### src/hdl/ssr_pkg.sv
// ---------------------------------------------------------------------------
// ssr_pkg
// Shared types, constants and helpers for the stream substring replacer.
// ---------------------------------------------------------------------------
package ssr_pkg;

  // longest pattern and replacement held in the config registers
  localparam int MAX_PATTERN     = 8;
  localparam int MAX_REPLACEMENT = 8;

  // entries in the request queue between front and back
  localparam int QUEUE_DEPTH = 2;

  // config register indexes
  localparam int CFG_INDEX_W = 2;
  localparam logic [CFG_INDEX_W-1:0] REG_PATTERN_BYTES      = 2'd0;
  localparam logic [CFG_INDEX_W-1:0] REG_PATTERN_LENGTH     = 2'd1;
  localparam logic [CFG_INDEX_W-1:0] REG_REPLACEMENT_BYTES  = 2'd2;
  localparam logic [CFG_INDEX_W-1:0] REG_REPLACEMENT_LENGTH = 2'd3;

  // byte position within a 64-bit pattern or replacement word
  localparam int POS_W = 3;

  // width of the count of results one source byte can cause
  localparam int TOTAL_W = 5;

  // live configuration, lengths already saturated
  typedef struct packed {
    logic [63:0] pattern_bytes;
    logic [3:0]  pattern_len;
    logic [63:0] replacement_bytes;
    logic [3:0]  replacement_len;
  } cfg_t;

  // one request: what the back part must emit for one source byte
  typedef struct packed {
    logic [3:0]         head_len;     // withheld prefix bytes flushed first
    logic               mid_literal;  // middle run is the source byte itself
    logic [7:0]         literal;      // source byte
    logic [3:0]         mid_len;      // middle run length (literal or replacement)
    logic [3:0]         tail_len;     // prefix flushed on the final byte
    logic               last;         // end marker closes the run
    logic [TOTAL_W-1:0] total;        // results in this run
  } job_t;

  // clamp a 4-bit length to a limit
  function automatic logic [3:0] sat_len(input logic [3:0] len, input logic [3:0] limit);
    sat_len = (len > limit) ? limit : len;
  endfunction

  // pick byte i from a 64-bit word, byte 0 in the low bits
  function automatic logic [7:0] byte_sel(input logic [63:0] word, input logic [POS_W-1:0] i);
    byte_sel = word[{i, 3'b000} +: 8];
  endfunction

endpackage

### src/hdl/stream_substring_replace.sv
// ---------------------------------------------------------------------------
// stream_substring_replace
// Streaming find-and-replace on a byte stream.
// ---------------------------------------------------------------------------
// Source bytes enter on the input channel (in_valid / in_stall) with
// final_byte marking the last byte of a text. Non-overlapping occurrences of
// the configured pattern are replaced by the configured replacement; after a
// mismatch the counter retries only the first pattern byte, so overlapping
// candidates may be missed. Bytes of a partial match are withheld until it
// resolves. Each result leaves on the output channel (out_valid / out_stall)
// with run_end on the last result caused by one source byte and text_end on
// the end marker that closes a text. A byte that only extends a match causes
// no result. Config is written through cfg_valid / cfg_ready / cfg_index /
// cfg_data, always ready; the user must write it only while no request is
// in flight, which the block does not enforce. Throughput: one result per
// cycle while out_stall is low, set by the single output stage; a
// multi-result byte holds the output until its last is taken, and input
// bytes are taken every cycle while the 2-entry request queue has room. A
// stalled output holds its result; the queue then fills and in_stall rises.
// Reset clears the config registers, the match counter and the queue.
// ---------------------------------------------------------------------------
module stream_substring_replace import ssr_pkg::*; (
  input  logic                   clk,
  input  logic                   rst,
  input  logic                   in_valid,
  output logic                   in_stall,
  input  logic [7:0]             source_byte,
  input  logic                   final_byte,
  output logic                   out_valid,
  input  logic                   out_stall,
  output logic [7:0]             out_byte,
  output logic                   byte_valid,
  output logic                   run_end,
  output logic                   text_end,
  input  logic                   cfg_valid,
  output logic                   cfg_ready,
  input  logic [CFG_INDEX_W-1:0] cfg_index,
  input  logic [63:0]            cfg_data
);

  logic [63:0] pattern_bytes;
  logic [3:0]  pattern_length;
  logic [63:0] replacement_bytes;
  logic [3:0]  replacement_length;
  cfg_t        cfg;
  logic        push;
  job_t        push_job;
  logic        pop;
  job_t        head_job;
  logic        queue_full;
  logic        not_empty;

  assign cfg_ready = 1'b1;

  // config registers
  always_ff @(posedge clk) begin
    if (rst) begin
      pattern_bytes      <= '0;
      pattern_length     <= '0;
      replacement_bytes  <= '0;
      replacement_length <= '0;
    end else if (cfg_valid && cfg_ready) begin
      unique case (cfg_index)
        REG_PATTERN_BYTES:      pattern_bytes      <= cfg_data;
        REG_PATTERN_LENGTH:     pattern_length     <= cfg_data[3:0];
        REG_REPLACEMENT_BYTES:  replacement_bytes  <= cfg_data;
        REG_REPLACEMENT_LENGTH: replacement_length <= cfg_data[3:0];
        default: ;
      endcase
    end
  end

  // saturated view for front and back
  always_comb begin
    cfg.pattern_bytes     = pattern_bytes;
    cfg.pattern_len       = sat_len(pattern_length, 4'(MAX_PATTERN));
    cfg.replacement_bytes = replacement_bytes;
    cfg.replacement_len   = sat_len(replacement_length, 4'(MAX_REPLACEMENT));
  end

  ssr_front u_front (
    .clk         (clk),
    .rst         (rst),
    .cfg         (cfg),
    .in_valid    (in_valid),
    .in_stall    (in_stall),
    .source_byte (source_byte),
    .final_byte  (final_byte),
    .queue_full  (queue_full),
    .push        (push),
    .push_job    (push_job)
  );

  ssr_queue u_queue (
    .clk       (clk),
    .rst       (rst),
    .push      (push),
    .push_job  (push_job),
    .pop       (pop),
    .head_job  (head_job),
    .full      (queue_full),
    .not_empty (not_empty)
  );

  ssr_back u_back (
    .clk        (clk),
    .rst        (rst),
    .cfg        (cfg),
    .head_job   (head_job),
    .not_empty  (not_empty),
    .pop        (pop),
    .out_valid  (out_valid),
    .out_stall  (out_stall),
    .out_byte   (out_byte),
    .byte_valid (byte_valid),
    .run_end    (run_end),
    .text_end   (text_end)
  );

endmodule

### src/hdl/ssr_front.sv
// ---------------------------------------------------------------------------
// ssr_front
// Accepts source bytes, tracks the match counter and turns each byte into
// a request describing the results it causes.
// ---------------------------------------------------------------------------
module ssr_front import ssr_pkg::*; (
  input  logic       clk,
  input  logic       rst,
  input  cfg_t       cfg,
  input  logic       in_valid,
  output logic       in_stall,
  input  logic [7:0] source_byte,
  input  logic       final_byte,
  input  logic       queue_full,
  output logic       push,
  output job_t       push_job
);

  logic [3:0] matched_count;
  logic [3:0] matched_count_next;
  logic       accept;
  logic       hit;
  logic       first_hit;
  logic       rep;
  logic [3:0] after_count;

  assign in_stall = queue_full;
  assign accept   = in_valid && !in_stall;

  // compare against the next pattern byte and against the first one
  assign hit = (matched_count < cfg.pattern_len) &&
               (source_byte == byte_sel(cfg.pattern_bytes, matched_count[POS_W-1:0]));
  assign first_hit = (cfg.pattern_len != 4'd0) &&
                     (source_byte == byte_sel(cfg.pattern_bytes, '0));

  // classify the byte
  always_comb begin
    rep                  = 1'b0;
    after_count          = 4'd0;
    push_job.head_len    = 4'd0;
    push_job.mid_literal = 1'b0;
    push_job.literal     = source_byte;
    if (hit) begin
      if (matched_count + 4'd1 == cfg.pattern_len) begin
        rep = 1'b1;
      end else begin
        after_count = matched_count + 4'd1;
      end
    end else begin
      push_job.head_len = sat_len(matched_count, 4'(MAX_PATTERN));
      if (first_hit) begin
        if (cfg.pattern_len == 4'd1) begin
          rep = 1'b1;
        end else begin
          after_count = 4'd1;
        end
      end else begin
        push_job.mid_literal = 1'b1;
      end
    end
    push_job.mid_len  = push_job.mid_literal ? 4'd1 : (rep ? cfg.replacement_len : 4'd0);
    push_job.tail_len = final_byte ? after_count : 4'd0;
    push_job.last     = final_byte;
    push_job.total    = TOTAL_W'(push_job.head_len) + TOTAL_W'(push_job.mid_len) +
                        TOTAL_W'(push_job.tail_len) + TOTAL_W'(final_byte);
    matched_count_next = final_byte ? 4'd0 : after_count;
  end

  // requests that cause no result never enter the queue
  assign push = accept && (push_job.total != '0);

  // match counter
  always_ff @(posedge clk) begin
    if (rst) begin
      matched_count <= 4'd0;
    end else if (accept) begin
      matched_count <= matched_count_next;
    end
  end

endmodule

### src/hdl/ssr_queue.sv
// ---------------------------------------------------------------------------
// ssr_queue
// Short request queue that lets front and back stall independently.
// ---------------------------------------------------------------------------
module ssr_queue import ssr_pkg::*; (
  input  logic clk,
  input  logic rst,
  input  logic push,
  input  job_t push_job,
  input  logic pop,
  output job_t head_job,
  output logic full,
  output logic not_empty
);

  localparam int PTR_W   = (QUEUE_DEPTH > 1) ? $clog2(QUEUE_DEPTH) : 1;
  localparam int COUNT_W = $clog2(QUEUE_DEPTH + 1);

  job_t               mem [QUEUE_DEPTH];
  logic [PTR_W-1:0]   wr_ptr;
  logic [PTR_W-1:0]   rd_ptr;
  logic [COUNT_W-1:0] count;

  assign full      = (count == COUNT_W'(QUEUE_DEPTH));
  assign not_empty = (count != '0);
  assign head_job  = mem[rd_ptr];

  // storage
  always_ff @(posedge clk) begin
    if (push) begin
      mem[wr_ptr] <= push_job;
    end
  end

  // pointers and fill count
  always_ff @(posedge clk) begin
    if (rst) begin
      wr_ptr <= '0;
      rd_ptr <= '0;
      count  <= '0;
    end else begin
      if (push) begin
        wr_ptr <= (wr_ptr == PTR_W'(QUEUE_DEPTH - 1)) ? '0 : wr_ptr + 1'b1;
      end
      if (pop) begin
        rd_ptr <= (rd_ptr == PTR_W'(QUEUE_DEPTH - 1)) ? '0 : rd_ptr + 1'b1;
      end
      unique case ({push, pop})
        2'b10:   count <= count + 1'b1;
        2'b01:   count <= count - 1'b1;
        default: count <= count;
      endcase
    end
  end

endmodule

### src/hdl/ssr_back.sv
// ---------------------------------------------------------------------------
// ssr_back
// Emits the results of queued requests one per cycle while out_stall is low.
// ---------------------------------------------------------------------------
module ssr_back import ssr_pkg::*; (
  input  logic       clk,
  input  logic       rst,
  input  cfg_t       cfg,
  input  job_t       head_job,
  input  logic       not_empty,
  output logic       pop,
  output logic       out_valid,
  input  logic       out_stall,
  output logic [7:0] out_byte,
  output logic       byte_valid,
  output logic       run_end,
  output logic       text_end
);

  job_t               cur;
  logic               cur_valid;
  logic [TOTAL_W-1:0] pos;
  logic               out_accept;
  logic               is_last;
  logic [TOTAL_W-1:0] mid_start;
  logic [TOTAL_W-1:0] tail_start;
  logic [TOTAL_W-1:0] end_start;
  logic [TOTAL_W-1:0] mid_off;
  logic [TOTAL_W-1:0] tail_off;

  assign out_valid  = cur_valid;
  assign out_accept = cur_valid && !out_stall;
  assign is_last    = (pos == cur.total - 1'b1);
  assign run_end    = is_last;
  assign pop        = not_empty && (!cur_valid || (out_accept && is_last));

  // segment boundaries of the current run
  assign mid_start  = TOTAL_W'(cur.head_len);
  assign tail_start = mid_start + TOTAL_W'(cur.mid_len);
  assign end_start  = tail_start + TOTAL_W'(cur.tail_len);
  assign mid_off    = pos - mid_start;
  assign tail_off   = pos - tail_start;

  // pick the byte for the current position
  always_comb begin
    out_byte   = 8'd0;
    byte_valid = 1'b1;
    text_end   = 1'b0;
    priority if (pos < mid_start) begin
      out_byte = byte_sel(cfg.pattern_bytes, pos[POS_W-1:0]);
    end else if (pos < tail_start) begin
      out_byte = cur.mid_literal ? cur.literal :
                 byte_sel(cfg.replacement_bytes, mid_off[POS_W-1:0]);
    end else if (pos < end_start) begin
      out_byte = byte_sel(cfg.pattern_bytes, tail_off[POS_W-1:0]);
    end else begin
      byte_valid = 1'b0;
      text_end   = 1'b1;
    end
  end

  // current request and position within it
  always_ff @(posedge clk) begin
    if (rst) begin
      cur_valid <= 1'b0;
      pos       <= '0;
    end else if (pop) begin
      cur       <= head_job;
      cur_valid <= 1'b1;
      pos       <= '0;
    end else if (out_accept) begin
      if (is_last) begin
        cur_valid <= 1'b0;
      end else begin
        pos <= pos + 1'b1;
      end
    end
  end

endmodule
### config.mk
export PLATFORM = sky130hd
export DESIGN_NAME = stream_substring_replace
export DESIGN_NICKNAME = d
export VERILOG_FILES = /design/src/hdl/ssr_pkg.sv /design/src/hdl/stream_substring_replace.sv /design/src/hdl/ssr_front.sv /design/src/hdl/ssr_queue.sv /design/src/hdl/ssr_back.sv
export SDC_FILE = /design/constraint.sdc
export NUM_CORES = 1
export LEC_CHECK = 0
export BUFFER_PORTS_ARGS = -buffer_cell sky130_fd_sc_hd__buf_2
export CORE_MARGIN = 4
export CORE_UTILIZATION = 26
export CTS_BUF_LIST = sky130_fd_sc_hd__clkbuf_8
export DETAILED_ROUTE_END_ITERATION = 8
export PLACE_DENSITY = 0.46
export RECOVER_POWER = 100
export SYNTH_ARGS = -nofsm -noshare
export SYNTH_HDL_FRONTEND = slang
export SYNTH_SLANG_ARGS = --single-unit
### constraint.sdc
create_clock -name clk -period 16.55 [get_ports clk]
set_clock_uncertainty 0.15 [all_clocks]
set_input_delay 4.965 -clock clk [delete_from_list [all_inputs] [get_ports clk]]
set_output_delay 4.965 -clock clk [all_outputs]
set_load 0.05 [all_outputs]
# == Word-level counts from Yosys, hierarchy flattened ==
# Memories as Yosys holds them, arrays and structs flattened. A register that Yosys moved wholly into a read port is not among the register bits.
# Cells that the tools add are included.
# word_totals
in_bits,80
n_memories,1
ram_bits,54
reg_bits,150
# classes
addsub,14
eq_ne,11
n_bitwise,2
shift,4
mux,35
n_reduce_logical,26
n_lt_le_gt_ge,7
# mem_list
memory,depth,width,rd,rd_clocked_by_memory_dff,write_ports,line_no,rtl
u_queue.mem,2,27,1,1,1,ssr_queue.sv:19,job_t mem [QUEUE_DEPTH];
# ops
op,count
$shiftx A64 B7 Y8,4
$mux W4,10
$mux W8,4
$mux W1,19
$eq A8 B8 Y1,2
$reduce_and A2 Y1,7
$gt A4 B4 Y1 const B,3
$add A4 B4 Y5,2
$add A5 B4 Y5,2
$lt A5 B5 Y1,2
$eq A2 B2 Y1 const B,4
$reduce_bool A2 Y1,4
$logic_and A1 B1 Y1,7
$sub A3 B3 Y3,2
$add A5 B1 Y5,1
$add A5 B1 Y5 const B,1
$eq A5 B5 Y1,1
$lt A5 B4 Y1,1
$mux W5,1
$reduce_bool A5 Y1,1
$sub A5 B1 Y5 const B,1
$add A4 B1 Y4 const B,1
$eq A2 B1 Y1 const B,2
$eq A4 B1 Y1 const B,1
other kinds (12),16

# == Depth between registers and ports, before layout ==
# depth
ltp_word,15
ltp_mapped,23
depth_no_buf,22

# == Cells and area by module ==
# A second synthesis with hierarchy kept.
# unflattened
cells_unflattened,1087
area_unflattened_um2,13065.0
# by_module_without_submodules
module,area_per_inst_um2,instances,seq_area_each_um2,cells_each
stream_substring_replace,5689.2,1,2722.6,526
ssr_back,3543.4,1,900.9,270
ssr_queue,2150.8,1,1721.7,106
ssr_front,1681.6,1,80.1,185

# == Least setup slack after synthesis ==
# OpenSTA, ideal clock, no wires.
# synth_path
path_kind,in2reg
start,input port source_byte[2]
end,"memory u_queue.mem[0][0] (netlist name), enable pin"
cell_stages,14
arrival_ps,9043
setup_slack_ps,6948
n_path_buf,0
required_ps,15991
cell_sequence,xor2_1 nor4_1 nand3_1 nor2_1 o211ai_1 a211oi_1 fa_1 fa_1 a21o_1 a21oi_1 xnor2_1 or4_1 o21ai_1 nor2_1
# synth_lines
item,line_no,rtl
"start, declared",stream_substring_replace.sv:27,"input logic [7:0] source_byte,"
"end, declared",ssr_queue.sv:19,

==> impl.org <==
** Power
- Leakage dissipation :: 0.00495 µW
- Total Power Consumption :: 1650 µW
- Largest voltage drop on the vdd net :: 0.0561 mV
- Power density normalized to cell area :: between 100 and 150 nW/µm²

** Critical path
- Maximum fanout along the worst path :: 26
- Data required time at the worst endpoint :: 16.55 ns
- Crit path kind :: primary input to flop
- Number of cells traversed by the worst register-to-register path :: 16
- STA classifies the critical path startpoint as a primary input.
- Data arrival time of the worst path :: 10.12 ns
- Element type at the critical path end :: flop

** Job
- Max-cap violations :: 5

** Timing
- The final-report hold violation count is 0.
- For the final routed database, the setup TNS stands at 0 ns.
- Setup repair after global routing left no endpoint under its margin.
- Tightest slew margin relative to the limit :: -137%
- In the finished design, the share of the clock period the worst path needs comes to between 60% and 70%.
- At the pin with the least slew margin, the transition time is 3.56 ns.
- Final Max Tran Viols :: 232
- Highest achievable clock rate :: 98.7 MHz
- The smallest clock period supported by the final layout is computed as ~10 ns.
- Setup violations remaining at the end of the flow were counted as 0.
- Final WS setup :: 6.42 ns

** Clocking
- For this design, the sink count on the clock tree is ~230.
- Number of setup buffers added after CTS :: 0
- CTS resizes :: 0
- CTS tree :: built
- In this run, CTS created clock tree buffers numbering 41.
- The H-tree generated during clock tree synthesis spans 2 levels.
- Hold repair after CTS inserted 0 buffers.
- Clock-pin slew reported for the worst setup and hold paths after clock tree synthesis :: roughly 0.060 ns
- CTS placed an instance of sky130_fd_sc_hd__clkbuf_8 at the clock tree root.
- Clk Latency, worst-skew pair :: 0.57 ns
- Counting along the longest clock path gives a buffer depth of 3.

** Route
- For this run, design rule violations remaining after detail routing come to 0.
- After detailed routing, the total wire length is between 30000 and 40000 µm.
- Via-to-Cell Ratio :: 4.83
- For this run, the detailed router's first-pass iteration total came to 5.
- The detail route stage leaves a number of antenna-violating nets equal to 0.
- Count of routing violations after the opening detailed-route iteration :: about 760
- Dividing the detail-routed wire length by the instance count gives about 20 µm.
- The routed layout has between 8000 and 9000 vias.

** Die
- Horizontal die dimension :: 220 µm
- In this run the core area contains just under 80 standard-cell rows.
- From bottom edge to top edge, the die measures 220 µm.
- Total Die Area :: 48500 µm²
- The initial utilization of the core area, before any placement, comes to around a quarter.
- In this run the standard cell core region covers 44400 µm².
- For this design the top-level I/O count stands at 94.

** GRT
- Global routing used between 10% and 20% of the available tracks across all layers.
- Largest net degree at the start of global routing :: between 80 and 90
- First-pass GRT wire length :: between 50000 and 60000 µm
- Initial antenna violation count :: 0
- Number of global-route vias before repair :: a little under 9000
- GR Overflow Total :: 0

** Synth
- Yosys mapped a number of flops with a built-in enable equal to 78.
- Sequential elements use between 40% and 50% of the synthesized area.
- Counting flops with an async set or reset pin after synthesis yields a share of 0%.
- Number of synthesized register bits :: about 230
- Yosys warns :: 0
- Net count after synthesis :: ~1300
- The average instance in the mapped netlist occupies between 10 and 15 µm².
- Number of cells produced by synthesis :: approximately 1200
- Primary flip-flop cell chosen by synthesis mapping :: sky130_fd_sc_hd__dfxtp_1
- The synthesized netlist occupies a cell area of between 10000 and 15000 µm².
- Count of distinct cell types in the synthesized netlist :: 68

** Placed design
- The placed instances occupy a cell area of around 13000 µm².
- After legalization and detailed placement, the total HPWL measured between 20000 and 30000 µm.
- At the placement stage, the worst setup path has a slack of 6.51 ns.
- Routability-driven placement finished with a final weighted congestion of roughly 0.84.
- Buffers placed on the I/O ports in this run total 92.

** Cells and area
- Utilization after layout :: 30.4%
- Area added between synthesis and finish :: 15.2%
- Number of nets in the final layout :: between 1000 and 1500
- After routing the design area is 13500 µm².
- The post-route netlist has between 10% and 20% of its cells at a drive strength greater than 1.
- The filler cells instantiated in the layout total around 4600.

** Worst hold path
- Counting instances, the worst hold path has a depth of 2.
- Type of the tightest min-delay check :: flop to flop

** Run status
- The checks that failed: capacitance limit, slew limit.
- The flow ran to the end, but the final reports show violations.
## metrics by stage
stage,instances,hold WS [ns]
after floorplan,1159,0.283
after global placement,1784,0.289
after detailed placement,1784,0.295
after CTS,1859,0.302
after global routing,1859,0.319
final,1860,0.302
## cell families (layout without fill, tap and decap cells)
family	Yosys count	count (layout)	share of synthesized area, %
xor+xnor	42	42	3.14
simple gates	400	400	14.7
mux	128	128	17.2
fa+ha+maj	43	43	5.10
flops	228	228	45.6
other cells	1	2	0.0320
compound gates	213	213	10.3
buf+inv	104	212	3.85
## sequential cells by signal, summed over array words and instances (netlist names)
register / flops
replacement_length: 4
u_back.cur: 26
u_queue.wr_ptr: 1
pattern_bytes: 64
u_back.pos: 5
u_queue.mem: 52
pattern_length: 4
replacement_bytes: 64
u_queue.rd_ptr: 1
u_queue.count: 2
u_back.out_valid: 1
u_front.matched_count: 4
## routing by layer
layer	vias to the layer above	track usage [%]	wire [µm]
met5	-	0	0
met4	0	4.88	1030
met3	55	2.98	2160
met2	263	24.0	17200
met1	4411	19.9	15900
li1	4258	-	-
## power by group
part	leakage (µW)	total [µW]	internal, µW	switching (µW)
clock network	0.000484	533	291	242
registers	0.00193	659	634	25.6
logic	0.00253	460	185	276
## cell usage in the layout, fill, tap and decap left out, types with 5 or more instances in the layout
master / count
sky130_fd_sc_hd__a211oi_1: 11
sky130_fd_sc_hd__a21o_1: 10
sky130_fd_sc_hd__a21oi_1: 144
sky130_fd_sc_hd__a31oi_1: 8
sky130_fd_sc_hd__and2_1: 9
sky130_fd_sc_hd__buf_2: 70
sky130_fd_sc_hd__buf_4: 10
sky130_fd_sc_hd__clkbuf_1: 27
sky130_fd_sc_hd__clkbuf_8: 50
sky130_fd_sc_hd__dfxtp_1: 150
sky130_fd_sc_hd__edfxtp_1: 78
sky130_fd_sc_hd__fa_1: 7
sky130_fd_sc_hd__ha_1: 35
sky130_fd_sc_hd__inv_1: 45
sky130_fd_sc_hd__mux2_1: 13
sky130_fd_sc_hd__mux2_2: 31
sky130_fd_sc_hd__mux2i_1: 30
sky130_fd_sc_hd__mux4_2: 53
sky130_fd_sc_hd__nand2_1: 285
sky130_fd_sc_hd__nand2b_1: 7
sky130_fd_sc_hd__nand3_1: 18
sky130_fd_sc_hd__nor2_1: 33
sky130_fd_sc_hd__nor2b_1: 9
sky130_fd_sc_hd__nor3b_1: 5
sky130_fd_sc_hd__nor4_1: 5
sky130_fd_sc_hd__o21ai_0: 13
sky130_fd_sc_hd__xnor2_1: 22
sky130_fd_sc_hd__xor2_1: 20
## path summary, 6_finish.rpt
path / start / endpoint / slack, ns
setup / recovery: source_byte[6] / u_queue.mem[0][22] / 6.42
hold / removal: replacement_bytes[48] / replacement_bytes[48] / 0.30
setup reg to reg: u_front.matched_count[1] / u_queue.mem[0][22] / 9.20
hold reg to reg: replacement_bytes[48] / replacement_bytes[48] / 0.30
## critical path, cell delays in order
cell and delay [ns]:
sky130_fd_sc_hd__clkbuf_1 0.19, sky130_fd_sc_hd__nand3_1 0.09, sky130_fd_sc_hd__o21ai_0 0.30, sky130_fd_sc_hd__nand4_1 0.25, sky130_fd_sc_hd__nor2_1 0.65, sky130_fd_sc_hd__nor4bb_1 0.59
sky130_fd_sc_hd__fa_1 0.51, sky130_fd_sc_hd__ha_1 0.35, sky130_fd_sc_hd__a21o_1 0.20, sky130_fd_sc_hd__a21oi_1 0.17, sky130_fd_sc_hd__xnor2_1 0.17, sky130_fd_sc_hd__or4_1 0.14
sky130_fd_sc_hd__o21ai_0 0.20, sky130_fd_sc_hd__nor2_2 0.17, sky130_fd_sc_hd__clkbuf_1 1.18
## cell type report
cell class	instances	area [µm²]	area share (%)
antenna	1	2.50	0.0185
timing repair buffer	107	527	3.90
multi-input combinational	827	5940	44.0
clock inverter	25	143	1.06
clock buffer	50	688	5.10
inverter	30	113	0.834
sequential	228	5350	39.6
tap	592	741	5.49
## cell usage after synthesis, types with 8 or more instances
master / number / share of area, %
sky130_fd_sc_hd__a211oi_1: 11 / 0.70
sky130_fd_sc_hd__a21o_1: 10 / 0.64
sky130_fd_sc_hd__a21oi_1: 143 / 6.1
sky130_fd_sc_hd__a31oi_1: 8 / 0.43
sky130_fd_sc_hd__and2_1: 9 / 0.48
sky130_fd_sc_hd__clkbuf_1: 55 / 1.8
sky130_fd_sc_hd__dfxtp_1: 150 / 26
sky130_fd_sc_hd__edfxtp_1: 78 / 20
sky130_fd_sc_hd__fa_1: 8 / 1.4
sky130_fd_sc_hd__ha_1: 35 / 3.7
sky130_fd_sc_hd__inv_1: 29 / 0.93
sky130_fd_sc_hd__mux2_2: 43 / 4.1
sky130_fd_sc_hd__mux2i_1: 30 / 2.6
sky130_fd_sc_hd__mux4_2: 53 / 10
sky130_fd_sc_hd__nand2_1: 285 / 9.1
sky130_fd_sc_hd__nand3_1: 18 / 0.77
sky130_fd_sc_hd__nor2_1: 35 / 1.1
sky130_fd_sc_hd__nor2b_1: 9 / 0.48
sky130_fd_sc_hd__o21ai_0: 11 / 0.47
sky130_fd_sc_hd__xnor2_1: 22 / 1.6
sky130_fd_sc_hd__xor2_1: 20 / 1.5
(Power assumes the default switching activity.)
